[config.mk]
export PLATFORM = sky130hd
export DESIGN_NAME = sorted_list_table_core
export DESIGN_NICKNAME = d
export VERILOG_FILES = /design/src/rtl/slt_pkg.sv /design/src/rtl/sorted_list_table_core.sv
export SDC_FILE = /design/constraint.sdc
export NUM_CORES = 1
export LEC_CHECK = 0
export ABC_CLOCK_PERIOD_IN_PS = 5000
export BUFFER_PORTS_ARGS = -buffer_cell sky130_fd_sc_hd__clkbuf_2
export CORE_ASPECT_RATIO = 0.7
export CORE_MARGIN = 4
export CORE_UTILIZATION = 55
export DETAILED_ROUTE_END_ITERATION = 8
export GPL_ROUTABILITY_DRIVEN = 1
export PLACE_DENSITY = 0.78
export REMOVE_ABC_BUFFERS = 1
export SETUP_SLACK_MARGIN = 0.2
export SKIP_CTS_REPAIR_TIMING = 1
export SYNTH_ARGS = -nofsm -noshare
export SYNTH_HDL_FRONTEND = slang
export SYNTH_SLANG_ARGS = --single-unit
[constraint.sdc]
create_clock -name clk -period 5 [get_ports clk]
set_clock_uncertainty 0.15 [all_clocks]
set_input_delay 1 -clock clk [delete_from_list [all_inputs] [get_ports clk]]
set_output_delay 1 -clock clk [all_outputs]
set_load 0.05 [all_outputs]
[src/rtl/slt_pkg.sv]
// Shared types and constants for the sorted list table core.
// No dependencies.
`default_nettype none

package slt_pkg;

    localparam int CAPACITY = 16;
    localparam int IDX_W    = $clog2(CAPACITY);
    localparam int CNT_W    = $clog2(CAPACITY + 1);
    localparam int VAL_W    = 32;
    localparam int POS_W    = 7;

    typedef enum logic [1:0] {
        CMD_INSERT = 2'd0,
        CMD_DELETE = 2'd1,
        CMD_READ   = 2'd2
    } cmd_t;

    typedef enum logic [1:0] {
        STS_OK        = 2'd0,
        STS_NOT_FOUND = 2'd1,
        STS_FULL      = 2'd2,
        STS_EMPTY     = 2'd3
    } status_t;

    typedef enum logic [2:0] {
        ST_IDLE,
        ST_INS,
        ST_INS_HEAD,
        ST_DEL,
        ST_READ
    } state_t;

endpackage

`default_nettype wire

[src/rtl/sorted_list_table_core.sv]
// Sorted list table core: ascending table of signed values in one RAM.
// Depends on slt_pkg.
`default_nettype none

// Channel   Handshake          Beat contents
// command   start / busy       command, value
// result    valid (strobe)     entry_value, position, status, last
//
// Insert: at most one RAM read per entry, scanning from the top and shifting up,
//   plus a separate slot-0 write state when the value lands in slot 0.
// Delete: one read per entry, upward scan, shift down after match.
// Readout: one result beat per cycle, the RAM read port sets the pace.
// Full, empty and ignored commands finish in the accept cycle.
// Results are registered, appearing the cycle after they are formed, and cannot be stalled.
// Reset clears the state, entry count, match flag and result strobe; RAM contents are don't-care.

module sorted_list_table_core
    import slt_pkg::*;
(
    input  wire logic                    clk,
    input  wire logic                    rst_n,
    input  wire logic                    start,
    output logic                         busy,
    input  wire logic [1:0]              command,
    input  wire logic signed [VAL_W-1:0] value,
    output logic                         valid,
    output logic signed [VAL_W-1:0]      entry_value,
    output logic [POS_W-1:0]             position,
    output logic [1:0]                   status,
    output logic                         last
);

    // table storage, one write and one registered read per cycle
    logic [VAL_W-1:0]        mem [CAPACITY];
    logic signed [VAL_W-1:0] rd_data_reg;
    logic                    mem_we;
    logic [IDX_W-1:0]        mem_wa;
    logic [VAL_W-1:0]        mem_wd;
    logic [IDX_W-1:0]        mem_ra;

    state_t                  state_reg, state_next;
    logic [CNT_W-1:0]        count_reg, count_next;
    logic [IDX_W-1:0]        ptr_reg, ptr_next;   // index whose data is in rd_data_reg
    logic [IDX_W-1:0]        lim_reg, lim_next;   // last valid index for the scan
    logic                    found_reg, found_next;
    logic signed [VAL_W-1:0] val_reg, val_next;

    // result staging
    logic                    res_fire;
    logic signed [VAL_W-1:0] res_value;
    logic [POS_W-1:0]        res_pos;
    status_t                 res_status;
    logic                    res_last;

    logic                    valid_reg;
    logic signed [VAL_W-1:0] entry_value_reg;
    logic [POS_W-1:0]        position_reg;
    logic [1:0]              status_reg;
    logic                    last_reg;

    logic [CNT_W-1:0]        cnt_m1;
    logic [IDX_W-1:0]        ptr_inc, ptr_dec;
    logic                    at_lim, at_zero, hit;

    assign cnt_m1  = count_reg - CNT_W'(1);
    assign ptr_inc = ptr_reg + IDX_W'(1);
    assign ptr_dec = ptr_reg - IDX_W'(1);
    assign at_lim  = (ptr_reg == lim_reg);
    assign at_zero = (ptr_reg == '0);
    assign hit     = (rd_data_reg == val_reg);

    always_ff @(posedge clk)
    begin
        if (mem_we)
        begin
            mem[mem_wa] <= mem_wd;
        end
        rd_data_reg <= mem[mem_ra];
    end

    always_ff @(posedge clk or negedge rst_n)
    begin
        if (!rst_n)
        begin
            state_reg <= ST_IDLE;
            count_reg <= '0;
            found_reg <= 1'b0;
            valid_reg <= 1'b0;
        end
        else
        begin
            state_reg <= state_next;
            count_reg <= count_next;
            found_reg <= found_next;
            valid_reg <= res_fire;
        end
    end

    always_ff @(posedge clk)
    begin
        ptr_reg <= ptr_next;
        lim_reg <= lim_next;
        val_reg <= val_next;
        if (res_fire)
        begin
            entry_value_reg <= res_value;
            position_reg    <= res_pos;
            status_reg      <= res_status;
            last_reg        <= res_last;
        end
    end

    always_comb
    begin
        state_next = state_reg;
        count_next = count_reg;
        ptr_next   = ptr_reg;
        lim_next   = lim_reg;
        found_next = found_reg;
        val_next   = val_reg;
        mem_we     = 1'b0;
        mem_wa     = ptr_inc;
        mem_wd     = rd_data_reg;
        mem_ra     = ptr_inc;
        res_fire   = 1'b0;
        res_value  = val_reg;
        res_pos    = '0;
        res_status = STS_OK;
        res_last   = 1'b1;

        unique case (state_reg)
            ST_IDLE:
            begin
                if (start)
                begin
                    val_next   = value;
                    found_next = 1'b0;
                    res_value  = value;
                    unique case (command)
                        CMD_INSERT:
                        begin
                            if (count_reg == CNT_W'(CAPACITY))
                            begin
                                res_fire   = 1'b1;
                                res_status = STS_FULL;
                            end
                            else if (count_reg == '0)
                            begin
                                // empty table: place directly in slot 0
                                mem_we     = 1'b1;
                                mem_wa     = '0;
                                mem_wd     = value;
                                count_next = CNT_W'(1);
                                res_fire   = 1'b1;
                            end
                            else
                            begin
                                mem_ra     = cnt_m1[IDX_W-1:0];
                                ptr_next   = cnt_m1[IDX_W-1:0];
                                state_next = ST_INS;
                            end
                        end
                        CMD_DELETE:
                        begin
                            if (count_reg == '0)
                            begin
                                res_fire   = 1'b1;
                                res_status = STS_NOT_FOUND;
                            end
                            else
                            begin
                                mem_ra     = '0;
                                ptr_next   = '0;
                                lim_next   = cnt_m1[IDX_W-1:0];
                                state_next = ST_DEL;
                            end
                        end
                        CMD_READ:
                        begin
                            if (count_reg == '0)
                            begin
                                res_fire   = 1'b1;
                                res_value  = '0;
                                res_status = STS_EMPTY;
                            end
                            else
                            begin
                                mem_ra     = '0;
                                ptr_next   = '0;
                                lim_next   = cnt_m1[IDX_W-1:0];
                                state_next = ST_READ;
                            end
                        end
                        default:
                        begin
                            // undefined command: dropped without a result
                        end
                    endcase
                end
            end

            ST_INS:
            begin
                // walk down from the top; entries not below the operand move up one
                mem_we = 1'b1;
                mem_wa = ptr_inc;
                if (rd_data_reg < val_reg)
                begin
                    mem_wd     = val_reg;
                    count_next = count_reg + CNT_W'(1);
                    res_fire   = 1'b1;
                    state_next = ST_IDLE;
                end
                else if (at_zero)
                begin
                    state_next = ST_INS_HEAD;
                end
                else
                begin
                    mem_ra   = ptr_dec;
                    ptr_next = ptr_dec;
                end
            end

            ST_INS_HEAD:
            begin
                mem_we     = 1'b1;
                mem_wa     = '0;
                mem_wd     = val_reg;
                count_next = count_reg + CNT_W'(1);
                res_fire   = 1'b1;
                state_next = ST_IDLE;
            end

            ST_DEL:
            begin
                // after the first match every later entry moves down one
                if (found_reg)
                begin
                    mem_we = 1'b1;
                    mem_wa = ptr_dec;
                end
                else if (hit)
                begin
                    found_next = 1'b1;
                end
                if (at_lim)
                begin
                    res_fire   = 1'b1;
                    state_next = ST_IDLE;
                    if (found_reg || hit)
                    begin
                        count_next = cnt_m1;
                    end
                    else
                    begin
                        res_status = STS_NOT_FOUND;
                    end
                end
                else
                begin
                    mem_ra   = ptr_inc;
                    ptr_next = ptr_inc;
                end
            end

            ST_READ:
            begin
                res_fire  = 1'b1;
                res_value = rd_data_reg;
                res_pos   = POS_W'(ptr_reg) + POS_W'(1);
                res_last  = at_lim;
                if (at_lim)
                begin
                    state_next = ST_IDLE;
                end
                else
                begin
                    mem_ra   = ptr_inc;
                    ptr_next = ptr_inc;
                end
            end

            default:
            begin
                state_next = ST_IDLE;
            end
        endcase
    end

    assign busy        = (state_reg != ST_IDLE);
    assign valid       = valid_reg;
    assign entry_value = entry_value_reg;
    assign position    = position_reg;
    assign status      = status_reg;
    assign last        = last_reg;

endmodule

`default_nettype wire

==> impl_metrics.ini, run 1 <==
[final_layout]
drive_gt1_share_pct = 25.2
nNetsFinal = 1808
regMostFlops = mem
final_common_cell = edfxtp_1
nFillCells = 3172
fin_cells = 2389
syn2layout_area_growth_pct = 14.4
largest_reg_flops = 512
final_cell_mix = edfxtp_1 (592), nor2_1 (108), inv_1 (100)

[synth]
syn_area_um2 = 26300
syn_area_per_cell_um2 = 16.5
synthCells = 1594
ys_warn_count = 0
synth_flop_cell = edfxtp_1
ys_async_sr_fraction_pct = 1.58
ys_types = 71
ys_ff_latch = 634
synth_edf_count = 592
ys_seq_area_share_pct = 71.0

[timing]
period_share_pct = 93.1
setup_viol = 0
drv_slew = 0
relSlewSlack_pct = 13.5
min_period_ns = 4.66
hold_ws_ns = 0.124
rsz0062_at_grt = yes
tightest_slew_ns = 1.30
max_freq_mhz = 215
hold_viol = 0

[clocking]
clkTransAtPathRegs_ns = 0.07
cts-root-buf = clkbuf_16
insertion_delay_ns = 0.61
cts_tree = built
cts_buffer_depth = 3
numClockSinks = 634
htreeDepth = 2
cts_made_buffers = 55

[grt]
grt.met3_usage_pct = 7.33
met1_usage_pct = 39.8
track_usage_pct = 27.0
grt_max_degree = 45
gr-max-usage-layer = met2
grt_pass1_vias = 15846
use_met2_pct = 40.8
antenna_found_initial = 3
overflow = 0
grt_pass1_wl_mm = 103

[setup_path]
start_kind = register
crit_path_end_kind = register
worstSetupPathType = reg -> reg
worstReg2RegEnd = status[1]
cp-endpoint = status[1]
crit_arrival_ns = 4.70
cp-startpoint = val_reg[31]
r2r_start = val_reg[31]
reg2reg_slack_ns = 0.34
critical_path_required_ns = 5.04
worst_r2r_path_depth = 10
cp_max_fo = 41

[outcome]
status = finished with violations
violations = DRC

[floorplan]
fp-row-count = 66
io_pins = 81
die_x_um = 269
coreArea_um2 = 46800
start_util_pct = 56.1
dieArea_um2 = 51400
die_h_um = 191

[detailed_routing]
wirelength_mm = 70.7
dr.pass1.iters = 9
ant_nets = 0
vias_per_cell = 6.68
drt-initial-drc-count = 2674
routedWlPerCell_um = 29.6
drc = 5
vias = 15960

[place]
portBuffers = 78
place_congestion = 0.948
hpwl_mm = 43.0
place_inst = 2284

[job]
maxCapViolCount = 0

[worst_hold_path]
hold_path.class = in -> async
synth_stat cells (all sizes together), types with 6 or more instances:
| library cell | number | area, um2 |
|---|---|---|
| edfxtp | 592 | 17800 |
| nor2 | 127 | 482 |
| inv | 102 | 383 |
| mux2i | 66 | 661 |
| mux2 | 64 | 721 |
| mux4 | 62 | 1400 |
| a222oi | 54 | 541 |
| nor3 | 49 | 400 |
| clkbuf | 43 | 161 |
| nand2 | 43 | 161 |
| buf | 42 | 284 |
| ha | 42 | 526 |
| o22ai | 37 | 231 |
| a221o | 33 | 330 |
| dfxtp | 32 | 641 |
| o21ai | 32 | 160 |
| a21oi | 27 | 139 |
| nand3 | 18 | 90.1 |
| nand4 | 11 | 68.8 |
| a22oi | 10 | 75.1 |
| dfrtp | 10 | 250 |
| nand2b | 8 | 50.1 |
| xnor2 | 7 | 61.3 |
| a41oi | 6 | 60.1 |
how the worst min path moves through the flow:
stage / end / from / slack, ns
detailed placement: entry_value[5] / rd_data_reg[5] / 0.47
finish: found_reg / rst_n / 0.12
CTS: found_reg / rst_n / 0.12
floorplan: entry_value[0] / rd_data_reg[0] / 0.38
global placement: entry_value[10] / val_reg[10] / 0.46
global route: found_reg / rst_n / 0.13
per-layer routing:
metal	vias up	routed length [um]	share of wire (%)
met5	-	28	0.040
met4	4	1750	2.5
met3	154	9370	13
met2	1139	31200	44
met1	8056	28300	40
li1	6607	-	-
metrics by stage:
stage	utilization [%]	cell area (um2)	worst slack (ns)	setup TNS [ns]
6_report	64.2	30100	0.343	0
4_1_cts	64.2	30100	0.507	0
2_1_floorplan	-	25800	-2.16	-69.05
3_5_place_dp	60.1	28100	0.427	0
5_1_grt	64.2	30100	0.197	0
3_3_place_gp	60.1	28100	0.475	0
logic make-up after synthesis:
group	share of synthesized area, %
adders and majority gates	2.00
xor gates and xnor gates	0.367
and+or+nand+nor	5.48
other	0.0143
muxes	10.6
AOI/OAI and AO/OA	7.38
buffers and inverters	3.17
DFF	71.0
critical path, stage by stage, from the launching register on:
cell and delay (ns):
edfxtp_1 0.41, inv_1 0.08, ha_1 0.37, nand4_1 0.26, nor3_1 0.33, o2bb2ai_1 0.32, nor3_1 0.20, nor3_2 0.34
nand2_1 0.11, a21oi_2 0.57, a2111o_2 1.08
cell type report:
type / count / area [um2] / share of cell area [%]
multi-input combinational: 773 / 7010 / 23.3
antenna: 1 / 2.50 / 0.00832
clock buffer: 69 / 1480 / 4.92
clock inverter: 35 / 449 / 1.49
tap: 612 / 766 / 2.55
inverter: 103 / 387 / 1.29
sequential: 634 / 18700 / 62.1
timing repair buffer: 162 / 1310 / 4.35
Power of run 1 is left out: the tool's default activity adds up to more than one toggle a clock period on the data nets, which glitch-free logic cannot reach.
==> run 2, diff against run 1 <==
--- a/config.mk
+++ b/config.mk
@@ -6,16 +6,17 @@
 export NUM_CORES = 1
 export LEC_CHECK = 0
 export ABC_CLOCK_PERIOD_IN_PS = 5000
-export BUFFER_PORTS_ARGS = -buffer_cell sky130_fd_sc_hd__clkbuf_2
 export CORE_ASPECT_RATIO = 0.7
-export CORE_MARGIN = 4
+export CORE_MARGIN = 2
 export CORE_UTILIZATION = 55
 export DETAILED_ROUTE_END_ITERATION = 8
+export DONT_BUFFER_PORTS = 1
 export GPL_ROUTABILITY_DRIVEN = 1
-export PLACE_DENSITY = 0.78
+export PLACE_DENSITY = 0.76
 export REMOVE_ABC_BUFFERS = 1
 export SETUP_SLACK_MARGIN = 0.2
 export SKIP_CTS_REPAIR_TIMING = 1
+export SLEW_MARGIN = 20
 export SYNTH_ARGS = -nofsm -noshare
 export SYNTH_HDL_FRONTEND = slang
 export SYNTH_SLANG_ARGS = --single-unit
==> impl_metrics.ini, run 2 (synthesis results as in run 1) <==
[setup_path]
crit_top_cell = inv_1
cp_max_fo = 16
crit_path_end_kind = register
crit_chain = inv_1 -> ha_1 -> a41oi_1 -> o21ai_1 -> a221o_1 -> o21a_1 -> nor3_2 -> nor2_1 -> or3_1 -> buf_4 -> a222oi_1 -> inv_1
start_kind = register
worstSetupPathType = reg -> reg
slowest_stage = or3_1
cpPeakStageDelay_ns = 0.68
worst_r2r_path_depth = 12
crit_arrival_ns = 4.77
critical_path_required_ns = 5.13

[timing]
hold_viol = 0
min_period_ns = 4.63
period_share_pct = 92.7
rsz0062_at_grt = no
setup_ws_ns = 0.367
drv_slew = 0
hold_ws_ns = 0.328
max_freq_mhz = 216
tightest_slew_ns = 1.00
setup_viol = 0
relSlewSlack_pct = 33.3

[clocking]
numClockSinks = 634
cts_made_buffers = 56
clkTransAtPathRegs_ns = 0.07
cts-root-buf = clkbuf_16
cts_tree = built
insertion_delay_ns = 0.61
cts_buffer_depth = 3
htreeDepth = 2

[floorplan]
fp-row-count = 66
dieArea_um2 = 49600
coreArea_um2 = 46800
start_util_pct = 56.1
die_h_um = 187
die_x_um = 265
io_pins = 81

[detailed_routing]
routedWlPerCell_um = 29.2
wirelength_mm = 67.1
ant_nets = 0
drc = 1
vias_per_cell = 6.63
vias = 15240
drt-initial-drc-count = 2420
dr.pass1.iters = 9

[outcome]
violations = DRC
status = finished with violations

[final_layout]
regMostFlops = mem
final_common_cell = edfxtp_1
syn2layout_area_growth_pct = 11.8
nNetsFinal = 1718
drive_gt1_share_pct = 21.4
fin_util_pct = 62.8
final_cell_mix = edfxtp_1 (592), nor2_1 (108), inv_1 (100)
largest_reg_flops = 512

[place]
place_congestion = 0.924
portBuffers = 0
preCtsSetupSlack_ns = 0.443
hpwl_mm = 39.5

[worst_hold_path]
hold_path.class = in -> reg
worstHoldPathCells = 0

[grt]
antenna_found_initial = 5
grt_pass1_vias = 14937
grt_max_degree = 48
grt_pass1_wl_mm = 98.4
overflow = 0
track_usage_pct = 27.1

[job]
maxCapViolCount = 0
run 2: worst max-delay path, delay by kind of cell, from the launching register on:
kind	cells	cell delay, ns
flops	1	0.43
buf+inv	3	0.73
compound gates	5	1.49
fa+ha+maj	1	0.26
simple gates	3	1.23
run 2: stage by stage:
stage | cell area, um2 | instances | setup TNS (ns)
2_1_floorplan | 25800 | 1510 | -69.05
3_3_place_gp | 27500 | 2192 | 0
3_5_place_dp | 27500 | 2192 | 0
4_1_cts | 29400 | 2297 | 0
5_1_grt | 29400 | 2298 | 0
6_report | 29400 | 2299 | 0
run 2: path summary, 6_finish.rpt:
path                                      to  slack (ns)    startpoint
worst max-delay path              mem[5][20]        0.37   val_reg[23]
max in group asynchronous       count_reg[4]        3.68         rst_n
worst min-delay path             val_reg[26]        0.33     value[26]
min in group asynchronous       state_reg[0]        0.66         rst_n
worst min register to register  count_reg[4]        0.48  count_reg[4]
worst max register to register    mem[5][20]        0.37   val_reg[23]
run 2: area by class of cell:
cell class,instances,area [um2]
clock inverter,38,382
tap,612,766
sequential,634,18700
multi-input combinational,773,7020
antenna,1,2.50
fill,3222,17400
inverter,103,387
clock buffer,67,1470
timing repair buffer,71,698
run 2: per-layer routing:
layer	wire [um]	up-vias	part of all wire (%)	GRT usage [%]
li1	-	6426	-	-
met1	26700	7668	40	39.6
met2	29800	1000	44	40.5
met3	8840	142	13	7.42
met4	1750	4	2.6	7.63
met5	27	-	0.040	0
Power of run 2 is left out for the same reason.
